===== config.mk =====
export PLATFORM = sky130hd
export DESIGN_NAME = rational_arithmetic_unit_core_flat
export DESIGN_NICKNAME = d
export VERILOG_FILES = /design/src/rtl/rau_pkg.sv /design/src/rtl/rau_if.sv /design/src/rtl/rau_div.sv /design/src/rtl/rau_datapath.sv /design/src/rtl/rau_ctrl.sv /design/src/rtl/rational_arithmetic_unit_core.sv /design/src/flat_wrapper.sv
export SDC_FILE = /design/constraint.sdc
export NUM_CORES = 2
export LEC_CHECK = 0
export ABC_AREA = 1
export BUFFER_PORTS_ARGS = -buffer_cell sky130_fd_sc_hd__buf_2
export CORE_MARGIN = 3
export CORE_UTILIZATION = 46
export CTS_CLUSTER_SIZE = 10
export DETAILED_ROUTE_END_ITERATION = 7
export GPL_ROUTABILITY_DRIVEN = 0
export PLACE_DENSITY = 0.67
export RECOVER_POWER = 25
export SLEW_MARGIN = 20
export SYNTH_ARGS = -nofsm -noshare
export SYNTH_HDL_FRONTEND = slang
export SYNTH_SLANG_ARGS = --single-unit

===== constraint.sdc =====
create_clock -name clk -period 15 [get_ports clk]
set_clock_uncertainty 0.05 [all_clocks]
set_input_delay 1.5 -clock clk [delete_from_list [all_inputs] [get_ports clk]]
set_output_delay 1.5 -clock clk [all_outputs]
set_load 0.005 [all_outputs]

===== src/rtl/rau_pkg.sv =====
// ---------------------------------------------------------------------------
// rau_pkg
// Shared types and constants of the rational arithmetic unit.
// ---------------------------------------------------------------------------
`default_nettype none
package rau_pkg;
  localparam int W = 32;
  localparam int CW = 6;

  localparam logic [1:0] CMD_ADD = 2'd0;
  localparam logic [1:0] CMD_SUB = 2'd1;
  localparam logic [1:0] CMD_MUL = 2'd2;
  localparam logic [1:0] CMD_DIV = 2'd3;

  // multiplier operand selects
  localparam logic [1:0] M_AN_BD = 2'd0;
  localparam logic [1:0] M_AD_BN = 2'd1;
  localparam logic [1:0] M_AD_BD = 2'd2;
  localparam logic [1:0] M_AN_BN = 2'd3;

  // destination of a product
  localparam logic [1:0] P_NUM  = 2'd0;
  localparam logic [1:0] P_DEN  = 2'd1;
  localparam logic [1:0] P_TMP  = 2'd2;
  localparam logic [1:0] P_SUM  = 2'd3;

  // divider jobs
  localparam logic [1:0] D_REM  = 2'd0;
  localparam logic [1:0] D_QNUM = 2'd1;
  localparam logic [1:0] D_QDEN = 2'd2;

  typedef struct packed {
    logic       load;
    logic       mul;
    logic [1:0] msel;
    logic [1:0] pdst;
    logic       nsub;
    logic       dstart;
    logic [1:0] djob;
    logic       gcd_init;
    logic       zero_res;
  } rau_cmd_t;

  typedef struct packed {
    logic x_zero;
    logic d_done;
    logic g_zero;
  } rau_sts_t;
endpackage
`default_nettype wire


===== src/rtl/rau_if.sv =====
// ---------------------------------------------------------------------------
// rau_in_if / rau_out_if
// Valid/ready channels of the rational arithmetic unit.
// ---------------------------------------------------------------------------
`default_nettype none
interface rau_in_if;
  logic                   valid;
  logic                   ready;
  logic [1:0]             command;
  logic signed [rau_pkg::W-1:0] a_num;
  logic signed [rau_pkg::W-1:0] a_den;
  logic signed [rau_pkg::W-1:0] b_num;
  logic signed [rau_pkg::W-1:0] b_den;
  modport source (output valid, command, a_num, a_den, b_num, b_den, input ready);
  modport sink (input valid, command, a_num, a_den, b_num, b_den, output ready);
endinterface

interface rau_out_if;
  logic                   valid;
  logic                   ready;
  logic signed [rau_pkg::W-1:0] res_num;
  logic signed [rau_pkg::W-1:0] res_den;
  logic                   overflow;
  logic                   zero_divisor;
  modport source (output valid, res_num, res_den, overflow, zero_divisor, input ready);
  modport sink (input valid, res_num, res_den, overflow, zero_divisor, output ready);
endinterface
`default_nettype wire


===== src/rtl/rau_div.sv =====
// ---------------------------------------------------------------------------
// rau_div
// Iterative signed truncating divider, one quotient bit per cycle.
// ---------------------------------------------------------------------------
`default_nettype none
module rau_div (
  input  wire logic                   clk,
  input  wire logic                   rst,
  input  wire logic                   start,
  input  wire logic [rau_pkg::W-1:0]  dividend,
  input  wire logic [rau_pkg::W-1:0]  divisor,
  output logic                        done,
  output logic [rau_pkg::W-1:0]       quo,
  output logic [rau_pkg::W-1:0]       rem
);
  localparam int W = rau_pkg::W;

  logic [W-1:0] q;
  logic [W-1:0] r;
  logic [W-1:0] dv;
  logic         qneg;
  logic         rneg;
  logic         busy;
  logic [rau_pkg::CW-1:0] cnt;
  logic [W:0]   trial;
  logic [W-1:0] r_shift;

  assign r_shift = {r[W-2:0], q[W-1]};
  assign trial = {1'b0, r_shift} - {1'b0, dv};

  always_ff @(posedge clk) begin
    if (rst) begin
      busy <= 1'b0;
      done <= 1'b0;
      cnt  <= '0;
    end else begin
      done <= 1'b0;
      if (start) begin
        busy <= 1'b1;
        cnt  <= rau_pkg::CW'(W);
      end else if (busy) begin
        cnt <= cnt - 1'b1;
        if (cnt == rau_pkg::CW'(1)) begin
          busy <= 1'b0;
          done <= 1'b1;
        end
      end
    end
  end

  always_ff @(posedge clk) begin
    if (start) begin
      q    <= dividend[W-1] ? -dividend : dividend;
      dv   <= divisor[W-1] ? -divisor : divisor;
      r    <= '0;
      qneg <= dividend[W-1] ^ divisor[W-1];
      rneg <= dividend[W-1];
    end else if (busy) begin
      if (!trial[W]) begin
        r <= trial[W-1:0];
        q <= {q[W-2:0], 1'b1};
      end else begin
        r <= r_shift;
        q <= {q[W-2:0], 1'b0};
      end
    end
  end

  assign quo = qneg ? -q : q;
  assign rem = rneg ? -r : r;
endmodule
`default_nettype wire


===== src/rtl/rau_datapath.sv =====
// ---------------------------------------------------------------------------
// rau_datapath
// Operand registers, multiplier, adder and Euclid registers.
// ---------------------------------------------------------------------------
`default_nettype none
module rau_datapath (
  input  wire logic              clk,
  input  wire logic              rst,
  rau_in_if.sink                 in_ch,
  input  wire rau_pkg::rau_cmd_t cmd,
  output rau_pkg::rau_sts_t      sts,
  output logic [rau_pkg::W-1:0]  num,
  output logic [rau_pkg::W-1:0]  den,
  output logic                   ov
);
  localparam int W = rau_pkg::W;

  logic [W-1:0] an, ad, bn, bd;
  logic [W-1:0] tmp;
  logic [W-1:0] gx, gy;
  logic [W-1:0] ma, mb;
  logic [W-1:0] xa, xb;
  logic [2*W-1:0] mprod;
  logic         mneg;
  logic [W-1:0] pw;
  logic         mov;
  logic [W-1:0] sres;
  logic         sov;
  logic [W-1:0] dnd, dsr, dq, dr;
  logic         ddone;

  always_comb begin
    case (cmd.msel)
      rau_pkg::M_AN_BD: begin ma = an; mb = bd; end
      rau_pkg::M_AD_BN: begin ma = ad; mb = bn; end
      rau_pkg::M_AD_BD: begin ma = ad; mb = bd; end
      default:          begin ma = an; mb = bn; end
    endcase
  end

  assign xa    = ma[W-1] ? -ma : ma;
  assign xb    = mb[W-1] ? -mb : mb;
  assign mneg  = ma[W-1] ^ mb[W-1];
  assign mprod = {{W{1'b0}}, xa} * {{W{1'b0}}, xb};
  assign pw    = mneg ? -mprod[W-1:0] : mprod[W-1:0];
  assign mov   = (mprod[2*W-1:W] != '0) ||
                 (mprod[W-1:0] > ({1'b1, {(W-1){1'b0}}} - {{(W-1){1'b0}}, !mneg}));

  assign sres = cmd.nsub ? (tmp - pw) : (tmp + pw);
  assign sov  = cmd.nsub ? ((tmp[W-1] != pw[W-1]) && (sres[W-1] != tmp[W-1]))
                         : ((tmp[W-1] == pw[W-1]) && (sres[W-1] != tmp[W-1]));

  always_comb begin
    case (cmd.djob)
      rau_pkg::D_REM:  begin dnd = gy;  dsr = gx; end
      rau_pkg::D_QNUM: begin dnd = num; dsr = gy; end
      default:         begin dnd = den; dsr = gy; end
    endcase
  end

  rau_div u_div (
    .clk(clk), .rst(rst), .start(cmd.dstart), .dividend(dnd), .divisor(dsr),
    .done(ddone), .quo(dq), .rem(dr)
  );

  assign in_ch.ready = cmd.load;

  always_ff @(posedge clk) begin
    if (cmd.load) begin
      an <= in_ch.a_num;
      ad <= in_ch.a_den;
      bn <= in_ch.b_num;
      bd <= in_ch.b_den;
    end
  end

  always_ff @(posedge clk) begin
    if (cmd.load && in_ch.valid) begin
      ov <= 1'b0;
    end else begin
      if (cmd.mul && mov) ov <= 1'b1;
      if (cmd.mul && cmd.pdst == rau_pkg::P_SUM && sov) ov <= 1'b1;
      if (ddone && cmd.djob != rau_pkg::D_REM && gy == '1 &&
          dnd == {1'b1, {(W-1){1'b0}}}) ov <= 1'b1;
    end
    if (cmd.mul) begin
      case (cmd.pdst)
        rau_pkg::P_NUM: num <= pw;
        rau_pkg::P_DEN: den <= pw;
        rau_pkg::P_TMP: tmp <= pw;
        default:        num <= sres;
      endcase
    end
    if (cmd.gcd_init) begin
      gx <= num;
      gy <= den;
    end else if (ddone && cmd.djob == rau_pkg::D_REM) begin
      gy <= gx;
      gx <= (gx == '1) ? '0 : dr;
    end else if (ddone && cmd.djob == rau_pkg::D_QNUM) begin
      num <= dq;
    end else if (ddone) begin
      den <= dq;
    end
    if (cmd.zero_res) begin
      num <= '0;
      den <= '0;
    end
  end

  assign sts.x_zero = (gx == '0);
  assign sts.d_done = ddone;
  assign sts.g_zero = (gy == '0);
endmodule
`default_nettype wire


===== src/rtl/rau_ctrl.sv =====
// ---------------------------------------------------------------------------
// rau_ctrl
// Sequencer: products, Euclid loop, reducing divisions, result hold.
// ---------------------------------------------------------------------------
`default_nettype none
module rau_ctrl (
  input  wire logic              clk,
  input  wire logic              rst,
  input  wire logic              in_valid,
  input  wire logic [1:0]        command,
  input  wire logic              out_ready,
  input  wire rau_pkg::rau_sts_t sts,
  output rau_pkg::rau_cmd_t      cmd,
  output logic                   out_valid
);
  localparam logic [3:0] S_IDLE = 4'd0;
  localparam logic [3:0] S_M0   = 4'd1;
  localparam logic [3:0] S_M1   = 4'd2;
  localparam logic [3:0] S_M2   = 4'd3;
  localparam logic [3:0] S_GI   = 4'd4;
  localparam logic [3:0] S_GT   = 4'd5;
  localparam logic [3:0] S_GW   = 4'd6;
  localparam logic [3:0] S_QN   = 4'd7;
  localparam logic [3:0] S_QNW  = 4'd8;
  localparam logic [3:0] S_QD   = 4'd9;
  localparam logic [3:0] S_QDW  = 4'd10;
  localparam logic [3:0] S_OUT  = 4'd11;

  logic [3:0] state, state_next;
  logic [1:0] op;

  always_ff @(posedge clk) begin
    if (rst) begin
      state <= S_IDLE;
      op    <= rau_pkg::CMD_ADD;
    end else begin
      state <= state_next;
      if (state == S_IDLE && in_valid) op <= command;
    end
  end

  always_comb begin
    state_next = state;
    cmd = '0;
    cmd.djob = rau_pkg::D_REM;
    out_valid = 1'b0;
    case (state)
      S_IDLE: begin
        cmd.load = 1'b1;
        if (in_valid) state_next = S_M0;
      end
      S_M0: begin
        cmd.mul = 1'b1;
        cmd.msel = (op == rau_pkg::CMD_DIV) ? rau_pkg::M_AD_BN : rau_pkg::M_AD_BD;
        cmd.pdst = rau_pkg::P_DEN;
        state_next = S_M1;
      end
      S_M1: begin
        cmd.mul = 1'b1;
        cmd.msel = (op == rau_pkg::CMD_MUL) ? rau_pkg::M_AN_BN : rau_pkg::M_AN_BD;
        cmd.pdst = (op == rau_pkg::CMD_ADD || op == rau_pkg::CMD_SUB) ?
                   rau_pkg::P_TMP : rau_pkg::P_NUM;
        state_next = (op == rau_pkg::CMD_ADD || op == rau_pkg::CMD_SUB) ? S_M2 : S_GI;
      end
      S_M2: begin
        cmd.mul = 1'b1;
        cmd.msel = rau_pkg::M_AD_BN;
        cmd.pdst = rau_pkg::P_SUM;
        cmd.nsub = (op == rau_pkg::CMD_SUB);
        state_next = S_GI;
      end
      S_GI: begin
        cmd.gcd_init = 1'b1;
        state_next = S_GT;
      end
      S_GT: begin
        if (sts.x_zero) begin
          if (sts.g_zero) begin
            cmd.zero_res = 1'b1;
            state_next = S_OUT;
          end else begin
            state_next = S_QN;
          end
        end else begin
          cmd.dstart = 1'b1;
          state_next = S_GW;
        end
      end
      S_GW: begin
        if (sts.d_done) state_next = S_GT;
      end
      S_QN: begin
        cmd.djob = rau_pkg::D_QNUM;
        cmd.dstart = 1'b1;
        state_next = S_QNW;
      end
      S_QNW: begin
        cmd.djob = rau_pkg::D_QNUM;
        if (sts.d_done) state_next = S_QD;
      end
      S_QD: begin
        cmd.djob = rau_pkg::D_QDEN;
        cmd.dstart = 1'b1;
        state_next = S_QDW;
      end
      S_QDW: begin
        cmd.djob = rau_pkg::D_QDEN;
        if (sts.d_done) state_next = S_OUT;
      end
      S_OUT: begin
        out_valid = 1'b1;
        if (out_ready) state_next = S_IDLE;
      end
      default: state_next = S_IDLE;
    endcase
  end

  a_div_only_busy: assert property (@(posedge clk) disable iff (rst)
    sts.d_done |-> (state == S_GW || state == S_QNW || state == S_QDW)) else $error("div done");
  a_out_hold: assert property (@(posedge clk) disable iff (rst)
    (out_valid && !out_ready) |=> out_valid) else $error("out dropped");
  a_start_leaves: assert property (@(posedge clk) disable iff (rst)
    cmd.dstart |=> (state == S_GW || state == S_QNW || state == S_QDW)) else $error("start");
endmodule
`default_nettype wire


===== src/rtl/rational_arithmetic_unit_core.sv =====
// ---------------------------------------------------------------------------
// rational_arithmetic_unit_core
// Fraction add/sub/mul/div with Euclid GCD reduction.
// ---------------------------------------------------------------------------
// channel  dir  fields
// in_ch    in   command, a_num, a_den, b_num, b_den
// out_ch   out  res_num, res_den, overflow, zero_divisor
//
// One item at a time. Two or three products and a load of the Euclid
// registers, then each Euclid step runs on the shared bit-serial
// divider, followed by two reducing divisions. Result holds until
// taken; the next item is taken after the output transfer. rst is
// synchronous and returns the sequencer to idle.
// ---------------------------------------------------------------------------
`default_nettype none
module rational_arithmetic_unit_core (
  input  wire logic clk,
  input  wire logic rst,
  rau_in_if.sink    in_ch,
  rau_out_if.source out_ch
);
  rau_pkg::rau_cmd_t cmd;
  rau_pkg::rau_sts_t sts;

  rau_ctrl u_ctrl (
    .clk(clk), .rst(rst), .in_valid(in_ch.valid), .command(in_ch.command),
    .out_ready(out_ch.ready), .sts(sts), .cmd(cmd), .out_valid(out_ch.valid)
  );

  rau_datapath u_dp (
    .clk(clk), .rst(rst), .in_ch(in_ch), .cmd(cmd), .sts(sts),
    .num(out_ch.res_num), .den(out_ch.res_den), .ov(out_ch.overflow)
  );

  logic zd;
  always_ff @(posedge clk) begin
    if (rst) zd <= 1'b0;
    else if (cmd.load) zd <= 1'b0;
    else if (cmd.zero_res) zd <= 1'b1;
  end
  assign out_ch.zero_divisor = zd;
endmodule
`default_nettype wire


===== src/flat_wrapper.sv =====
// flat-port wrapper written by rule: the top's interface ports become plain ports
module rational_arithmetic_unit_core_flat 
  (clk, rst, in_ch_valid, in_ch_command, in_ch_a_num, in_ch_a_den, in_ch_b_num, in_ch_b_den, in_ch_ready, out_ch_valid, out_ch_res_num, out_ch_res_den, out_ch_overflow, out_ch_zero_divisor, out_ch_ready);
  rau_in_if in_ch_i ();
  rau_out_if out_ch_i ();
  input  wire logic clk;
  input  wire logic rst;
  input wire logic [$bits(in_ch_i.valid)-1:0] in_ch_valid;
  input wire logic [$bits(in_ch_i.command)-1:0] in_ch_command;
  input wire logic [$bits(in_ch_i.a_num)-1:0] in_ch_a_num;
  input wire logic [$bits(in_ch_i.a_den)-1:0] in_ch_a_den;
  input wire logic [$bits(in_ch_i.b_num)-1:0] in_ch_b_num;
  input wire logic [$bits(in_ch_i.b_den)-1:0] in_ch_b_den;
  output wire logic [$bits(in_ch_i.ready)-1:0] in_ch_ready;
  output wire logic [$bits(out_ch_i.valid)-1:0] out_ch_valid;
  output wire logic [$bits(out_ch_i.res_num)-1:0] out_ch_res_num;
  output wire logic [$bits(out_ch_i.res_den)-1:0] out_ch_res_den;
  output wire logic [$bits(out_ch_i.overflow)-1:0] out_ch_overflow;
  output wire logic [$bits(out_ch_i.zero_divisor)-1:0] out_ch_zero_divisor;
  input wire logic [$bits(out_ch_i.ready)-1:0] out_ch_ready;
  assign in_ch_i.valid = in_ch_valid;
  assign in_ch_i.command = in_ch_command;
  assign in_ch_i.a_num = in_ch_a_num;
  assign in_ch_i.a_den = in_ch_a_den;
  assign in_ch_i.b_num = in_ch_b_num;
  assign in_ch_i.b_den = in_ch_b_den;
  assign in_ch_ready = in_ch_i.ready;
  assign out_ch_valid = out_ch_i.valid;
  assign out_ch_res_num = out_ch_i.res_num;
  assign out_ch_res_den = out_ch_i.res_den;
  assign out_ch_overflow = out_ch_i.overflow;
  assign out_ch_zero_divisor = out_ch_i.zero_divisor;
  assign out_ch_i.ready = out_ch_ready;
  rational_arithmetic_unit_core u_core (.clk(clk), .rst(rst), .in_ch(in_ch_i), .out_ch(out_ch_i));
endmodule

# Yosys cells after proc, flatten, opt, wreduce, memory -nomap -nowiden
# Index checks and enable logic that the tools add are counted.
[op_classes]
addsub = 12
multipliers = 1
order_cmp = 1
n_eq_ne = 32
muxes = 65
bitwise_logic = 3
reduce_logical = 38
[op_table]
columns = ["op", "n"]
rows = [
  ["two-way mux 32 bit", 28],
  ["negation 32 bit", 7],
  ["case mux 32 bit (2 select lines)", 2],
  ["equality test 32 bit, second input constant", 3],
  ["logical NOT 32 bit", 2],
  ["multiplier 32 x 32 -> 64 bit", 1],
  ["case mux 4 bit (12 select lines)", 1],
  ["subtractor 32 x 32 -> 33 bit", 1],
  ["adder 32 bit", 1],
  ["greater-than comparator 32 bit", 1],
  ["nonzero test 32 bit", 1],
  ["subtractor 32 x 1 -> 32 bit, first input constant", 1],
  ["subtractor 32 bit", 1],
  ["two-way mux 31 bit", 1],
  ["two-way mux 4 bit", 7],
  ["two-way mux 1 bit", 17],
  ["equality test 4 x 3 -> 1 bit, second input constant", 4],
  ["equality test 4 bit, second input constant", 4],
  ["OR reduction 2 bit", 8],
  ["case mux 5 bit (3 select lines)", 1],
  ["logical AND 1 bit", 12],
  ["two-way mux 6 bit", 2],
  ["equality test 2 bit, second input constant", 5],
  ["inequality test 2 bit, second input constant", 5],
  ["22 further kinds", 36],
]
[totals]
regBits = 402
in_bits = 134

# Longest topological paths before layout
[logic_depth]
depth_word = 20
depth_mapped = 83
depth_no_buf = 80

# By module
# Synthesis repeated with hierarchy kept, for this count alone.
[unflattened]
hier_cells = 8326
hier_area_um2 = 62982.9
[by_module_without_submodules]
columns = ["mod", "instances", "cells_each", "area_per_inst_um2", "seq_area_each_um2"]
rows = [
  ["rau_datapath", 1, 6536, 51996.1, 8027.7],
  ["rau_div", 1, 1692, 10427.5, 2782.7],
  ["rau_ctrl", 1, 92, 520.5, 120.1],
  ["rational_arithmetic_unit_core", 1, 6, 38.8, 20.0],
]

# Worst setup path after synthesis
# OpenSTA, ideal clock, no wires.
[synth_path]
path_kind = "flip-flop to flip-flop"
from = "reg u_core.u_ctrl.state[3]"
to = "reg u_core.u_dp.ov"
setup_time_ns = 0.119
t_arrival_ns = 11.379
required_ns = 14.831
slack_ns = 3.452
path_stages_with_launch = 77
n_path_buf = 4
cell_sequence = "dfxtp_1 nor2_2 nand2_2 nand2_1 o21ai_2 inv_1 clkbuf_1 clkbuf_1 ha_1 nand3_1 nor3_1 inv_1 nor2_2 inv_2 nor2_4 nand2_1 nor2_2 nand2_1 [... 41 more ...] ha_1 inv_1 o21ai_0 a21oi_1 nor2_1 nor2_1 inv_1 nor2_1 nand2_1 o21ai_0 inv_1 nand3_1 nand3_1 nand2_1 nand3_1 nand3_1 nand2_1 inv_1"
[synth_between]
elab_chain_len = 18
elab_cells_between_ends = 59
cone_classes = "6 x add/sub; 1 x mul; 1 x order compare; 15 x eq/ne; 14 x mux; 1 x bitwise; 21 x reduce/logical"
[synth_rtl]
columns = ["item", "line_no", "rtl"]
rows = [
  ["start: declaration", "rau_ctrl.sv:29", "logic [3:0] state, state_next;"],
  ["start signal: assignment", "rau_ctrl.sv:37", "state <= state_next;"],
  ["equality test 4 x 2 -> 1 bit or equality test 4 x 1 -> 1 bit (tied branches)", "rau_ctrl.sv:47", "case (state)"],
  ["case mux 5 bit (3 select lines) (*)", "rau_ctrl.sv:47", ""],
  ["equality test 2 bit (tied with other cells)", "rau_datapath.sv:33", "case (cmd.msel)"],
  ["OR reduction 2 bit (no line)", "-", ""],
  ["two-way mux 32 bit", "rau_datapath.sv:33", ""],
  ["negation 32 bit, on equally long branches", "rau_datapath.sv:41, rau_datapath.sv:42", ""],
  ["two-way mux 32 bit, on equally long branches", "rau_datapath.sv:41, rau_datapath.sv:42", ""],
  ["multiplier 32 x 32 -> 64 bit", "rau_datapath.sv:44", "assign mprod = {{W{1'b0}}, xa} * {{W{1'b0}}, xb};"],
  ["[... 2 more ...]", "-", ""],
  ["via u_core.u_dp.pw[25]", "rau_datapath.sv:25", "logic [W-1:0] pw;"],
  ["adder 32 bit or subtractor 32 bit (tied branches)", "rau_datapath.sv:49", "assign sres = cmd.nsub ? (tmp - pw) : (tmp + pw);"],
  ["two-way mux 32 bit (*)", "rau_datapath.sv:49", ""],
  ["inequality test 1 bit (*)", "rau_datapath.sv:50, rau_datapath.sv:51", ""],
  ["logical AND 1 bit, on equally long branches", "rau_datapath.sv:51, rau_datapath.sv:50", ""],
  ["two-way mux 1 bit (*)", "rau_datapath.sv:50", "assign sov = cmd.nsub ? ((tmp[W-1] != pw[W-1]) && (sres[W-1] != tmp[W-1]))"],
  ["logical AND 1 bit (*)", "rau_datapath.sv:82", "if (cmd.mul && cmd.pdst == rau_pkg::P_SUM && sov) ov <= 1'b1;"],
  ["two-way mux 1 bit", "rau_datapath.sv:82", ""],
  ["two-way mux 1 bit", "rau_datapath.sv:83", "if (ddone && cmd.djob != rau_pkg::D_REM && gy == '1 &&"],
  ["end signal: assignment", "rau_datapath.sv:79", "ov <= 1'b0;"],
  ["end signal: assignment", "rau_datapath.sv:81", "if (cmd.mul && mov) ov <= 1'b1;"],
  ["end signal: assignment", "rau_datapath.sv:82", ""],
  ["end: declaration", "rau_datapath.sv:14", "output logic ov"],
]
# Mark *: on every way through the listed nets, which the timed path passes. The rest lies on a longest branch.
# A chain may end at the register's enable or synchronous reset.

# Final worst setup path
# Same ends and word-level chain as after synthesis.

==> impl_metrics.py <==
metrics = {
    "run_status": {
        "outcome": "finished with violations",
        "violated_checks": "capacitance limit, slew limit",
    },
    "critical_path": {
        "timing.critical_path.slowest_stage_cell": "sky130_fd_sc_hd__o21ai_2",
        "path_class": "reg -> reg",
        "critical_path_startpoint": "u_core.u_ctrl.state[3]$_SDFFE_PP0P_",
        "crit_path_end": "u_core.u_dp.ov$_SDFFE_PP0P_",
        "regToRegEndpoint": "u_core.u_dp.ov$_SDFFE_PP0P_",
        "critical-path-max-stage-delay_ns": 0.86,
        "r2r.worst_path.cells": 74,
        "setup.worst_path.start_class": "register",
        "ff2ff_setup_slack_ns": 1.67,
        "worstPathRequired_ns": 15.48,
        "path_common_cell": "sky130_fd_sc_hd__nand2_1",
        "cp-end-kind": "register",
        "timing.rr.start": "u_core.u_ctrl.state[3]$_SDFFE_PP0P_",
        "peak_fanout_along_the_critical_path": 21,
        "critical_path_arrival_ns": 13.81,
    },
    "synthesis": {
        "synth_ff_type": "sky130_fd_sc_hd__edfxtp_1",
        "synth_seq_cells": 402,
        "ys_types": 75,
        "largest_cells_by_area_after_synthesis": "sky130_fd_sc_hd__fa_1, sky130_fd_sc_hd__edfxtp_1, sky130_fd_sc_hd__inv_1",
        "yosysWarningCount": 0,
        "synth.cells.most_frequent": "sky130_fd_sc_hd__inv_1, sky130_fd_sc_hd__nand2_1, sky130_fd_sc_hd__nor2_1",
        "sequential_area_share_after_synthesis": 0.181,
        "netlist.area_leader.share": 0.297,
        "synth-edff-count": 290,
        "syn_avg_cell_area_sq_um": 7.92,
        "syn-instance-count": 7632,
        "post-synth-top-area-cell": "sky130_fd_sc_hd__fa_1",
        "synth.net_count": 9037,
        "post-synth-top-count-cell": "sky130_fd_sc_hd__inv_1",
        "ys_async_rst_share": 0,
        "synth.cell_area_sq_um": 60400,
    },
    "timing": {
        "timing.final.max_slew_violations": 134,
        "max_slew.worst_pin.slew_ns": 3.61,
        "clock.fmax_mhz": 75.0,
        "min_period_over_period": 0.888,
        "whs_ns": 0.439,
        "final_critical_path_time_including_i_o_delays_and_setup_ns": 13.33,
        "finalSetupTns_ns": 0,
        "rsz_0062_raised_after_global_routing": "false",
        "maxSlewHeadroom": -1.40,
        "hold_viol": 0,
        "setup_viol_count_final": 0,
    },
    "global_route": {
        "globalRouteOverflowTotal": 0,
        "vias_in_the_first_global_route": 53900,
        "number_of_antenna_violations_at_the_first_check_in_global_routing": 9,
        "grt_start_max_net_pins": 79,
        "track_usage": 0.297,
        "grt_pass1_wl_um": 312000,
    },
    "route": {
        "drt-met1-wl_um": 77400,
        "final_antenna_net_count": 0,
        "route.vias.total": 53100,
        "drt-wirelength-per-cell_um": 21.2,
        "drt-total-wl_um": 201000,
        "drc": 0,
        "routed-wl-met2_um": 86600,
        "top_layer": "met5",
        "met3RoutedLength_um": 23400,
        "post_drt_via_cell_ratio": 5.60,
        "drt_pre_antenna_iters": 8,
        "drt_first_iter_violations": 5541,
    },
    "cts": {
        "max-clock-path-buffers": 3,
        "clkLatencyLatePin_ns": 0.68,
        "cts_sinks": 402,
        "postCtsSetupRepairBufs": 0,
        "tritoncts_clock_tree": "done",
        "numCtsBuffers": 50,
        "post_cts_resized": 0,
        "cts.hold.buffers_added": 0,
        "ctsRootBufferMaster": "sky130_fd_sc_hd__clkbuf_16",
        "path_clk_slew_ns": 0.06,
        "cts-htree-levels": 2,
    },
    "floorplan": {
        "number_of_rows_in_the_core_area": 132,
        "coreArea_sq_um": 130000,
        "die_w_um": 368,
        "chip_height_um": 368,
        "initial_core_util": 0.465,
        "design.die.area_sq_um": 136000,
        "io_pins": 202,
    },
    "layout": {
        "final_layout_size_suffix_gt1_frac": 0.0710,
        "design.final.nets": 9106,
        "post-route-util": 0.500,
        "flow.area_growth_from_synthesis_pct": 7.43,
        "final_cells": 9484,
    },
    "placement": {
        "port-buffer-count": 201,
        "place_inst": 9391,
        "dpl.hpwl_um": 160000,
    },
    "flow_run": {
        "drv_cap": 3,
    },
    "hold_path": {
        "timing.hold.worst_path_depth": 2,
        "timing.hold.worst.class": "reg -> reg",
    },
}
==> sequential cells by signal (all words and copies together), names as in the netlist <==
register / cells
u_core.u_dp.an: 32
u_core.u_dp.gy: 32
u_core.u_dp.tmp: 32
u_core.u_dp.num: 32
u_core.u_dp.u_div.q: 32
u_core.u_ctrl.state: 4
u_core.u_dp.u_div.busy: 1
u_core.u_dp.ov: 1
u_core.u_dp.u_div.cnt: 6
u_core.u_ctrl.op: 2
u_core.u_dp.gx: 32
u_core.u_dp.bd: 32
u_core.u_dp.bn: 32
u_core.u_dp.u_div.qneg: 1
u_core.u_dp.ad: 32
u_core.u_dp.den: 32
u_core.u_dp.u_div.dv: 32
u_core.u_dp.u_div.rneg: 1
u_core.u_dp.u_div.done: 1
u_core.u_dp.u_div.r: 32
u_core.out_ch.zero_divisor: 1
==> layer usage <==
| layer | global-route usage | vias up |
|---|---|---|
| met1 | 0.384 | 25700 |
| met5 | 0 | - |
| met3 | 0.0817 | 786 |
| met2 | 0.451 | 2991 |
| met4 | 0.166 | 8 |
| li1 | - | 23700 |
==> per-stage QoR <==
step / cell area (sq um) / worst slack [ns]
after floorplan: 60400 / 3.45
after global placement: 63400 / 2.35
after detailed placement: 63400 / 2.07
after CTS: 65000 / 2.00
after global routing: 64900 / 0.737
final: 64900 / 1.67
==> worst min path at each step <==
| stage | endpoint | slack [ns] | startpoint |
|---|---|---|---|
| floorplan | u_core.u_dp.u_div.r[31]$_SDFFE_PP0P_ | 0.39 | u_core.u_dp.u_div.r[31]$_SDFFE_PP0P_ |
| global placement | u_core.u_dp.u_div.cnt[0]$_SDFFE_PP0P_ | 0.43 | u_core.u_dp.u_div.cnt[0]$_SDFFE_PP0P_ |
| detailed placement | u_core.u_dp.u_div.cnt[0]$_SDFFE_PP0P_ | 0.43 | u_core.u_dp.u_div.cnt[0]$_SDFFE_PP0P_ |
| CTS | u_core.u_dp.u_div.cnt[0]$_SDFFE_PP0P_ | 0.44 | u_core.u_dp.u_div.cnt[0]$_SDFFE_PP0P_ |
| global route | u_core.u_dp.u_div.cnt[0]$_SDFFE_PP0P_ | 0.47 | u_core.u_dp.u_div.cnt[0]$_SDFFE_PP0P_ |
| finish | u_core.u_dp.u_div.cnt[0]$_SDFFE_PP0P_ | 0.44 | u_core.u_dp.u_div.cnt[0]$_SDFFE_PP0P_ |
==> area by class of cell <==
class | count | area, sq um
Antenna cell | 6 | 15.0
Sequential cell | 402 | 11000
Timing Repair Buffer | 304 | 1750
Tap cell | 1742 | 2180
Multi-Input combinational cell | 5348 | 42500
Fill cell | 12600 | 65000
Clock inverter | 10 | 120
Inverter | 1595 | 5990
Clock buffer | 77 | 1400
==> critical path: cells and delay by family, from the launching register on <==
family	cells	cell delay (ns)
AO/OA/AOI/OAI	5	1.51
flip-flops	1	0.36
AND/OR/NAND/NOR	40	4.77
XOR/XNOR	1	0.16
adder cells (fa/ha/maj)	10	4.67
buffers and inverters	18	1.70
==> cell families after synthesis <==
logic type               synth area share
AND/OR/NAND/NOR                     0.199
AO/OA/AOI/OAI                      0.0869
adder cells (fa/ha/maj)             0.375
multiplexers                      0.00364
flip-flops                          0.181
buffers and inverters               0.119
XOR/XNOR                           0.0359
==> cell usage in the layout, fill, tap and decap left out, types with 9 or more instances in the layout <==
master | synthesis | layout
sky130_fd_sc_hd__inv_1 | 1547 | 1546
sky130_fd_sc_hd__nand2_1 | 1266 | 1264
sky130_fd_sc_hd__nor2_1 | 1157 | 1150
sky130_fd_sc_hd__fa_1 | 898 | 898
sky130_fd_sc_hd__ha_1 | 373 | 373
sky130_fd_sc_hd__a21oi_1 | 305 | 304
sky130_fd_sc_hd__o21ai_0 | 304 | 302
sky130_fd_sc_hd__edfxtp_1 | 290 | 290
sky130_fd_sc_hd__nand3_1 | 201 | 201
sky130_fd_sc_hd__buf_2 | 35 | 179
sky130_fd_sc_hd__xor2_1 | 169 | 156
sky130_fd_sc_hd__dfxtp_1 | 112 | 112
sky130_fd_sc_hd__buf_4 | 6 | 98
sky130_fd_sc_hd__xnor2_1 | 73 | 69
sky130_fd_sc_hd__nand4_1 | 61 | 61
sky130_fd_sc_hd__nor2_2 | 54 | 60
sky130_fd_sc_hd__o22ai_1 | 51 | 51
sky130_fd_sc_hd__nor3_1 | 52 | 50
sky130_fd_sc_hd__clkbuf_16 | 0 | 50
sky130_fd_sc_hd__clkbuf_1 | 222 | 48
sky130_fd_sc_hd__o221ai_1 | 42 | 42
sky130_fd_sc_hd__nor4_1 | 36 | 36
sky130_fd_sc_hd__or2_2 | 35 | 35
sky130_fd_sc_hd__a221oi_1 | 33 | 33
sky130_fd_sc_hd__inv_2 | 31 | 32
sky130_fd_sc_hd__a31oi_1 | 32 | 32
sky130_fd_sc_hd__o211ai_1 | 24 | 24
sky130_fd_sc_hd__o21ai_1 | 20 | 20
sky130_fd_sc_hd__mux2i_1 | 17 | 17
sky130_fd_sc_hd__clkinv_1 | 17 | 17
sky130_fd_sc_hd__xor2_2 | 2 | 12
sky130_fd_sc_hd__a32o_1 | 12 | 12
sky130_fd_sc_hd__nand2_2 | 7 | 9
sky130_fd_sc_hd__nor3_2 | 7 | 9
sky130_fd_sc_hd__o31ai_1 | 9 | 9
sky130_fd_sc_hd__o21bai_1 | 9 | 9
sky130_fd_sc_hd__a21o_1 | 9 | 9
Power is left out: the tool's default activity adds up to more than one toggle a clock period on the data nets, which glitch-free logic cannot reach.
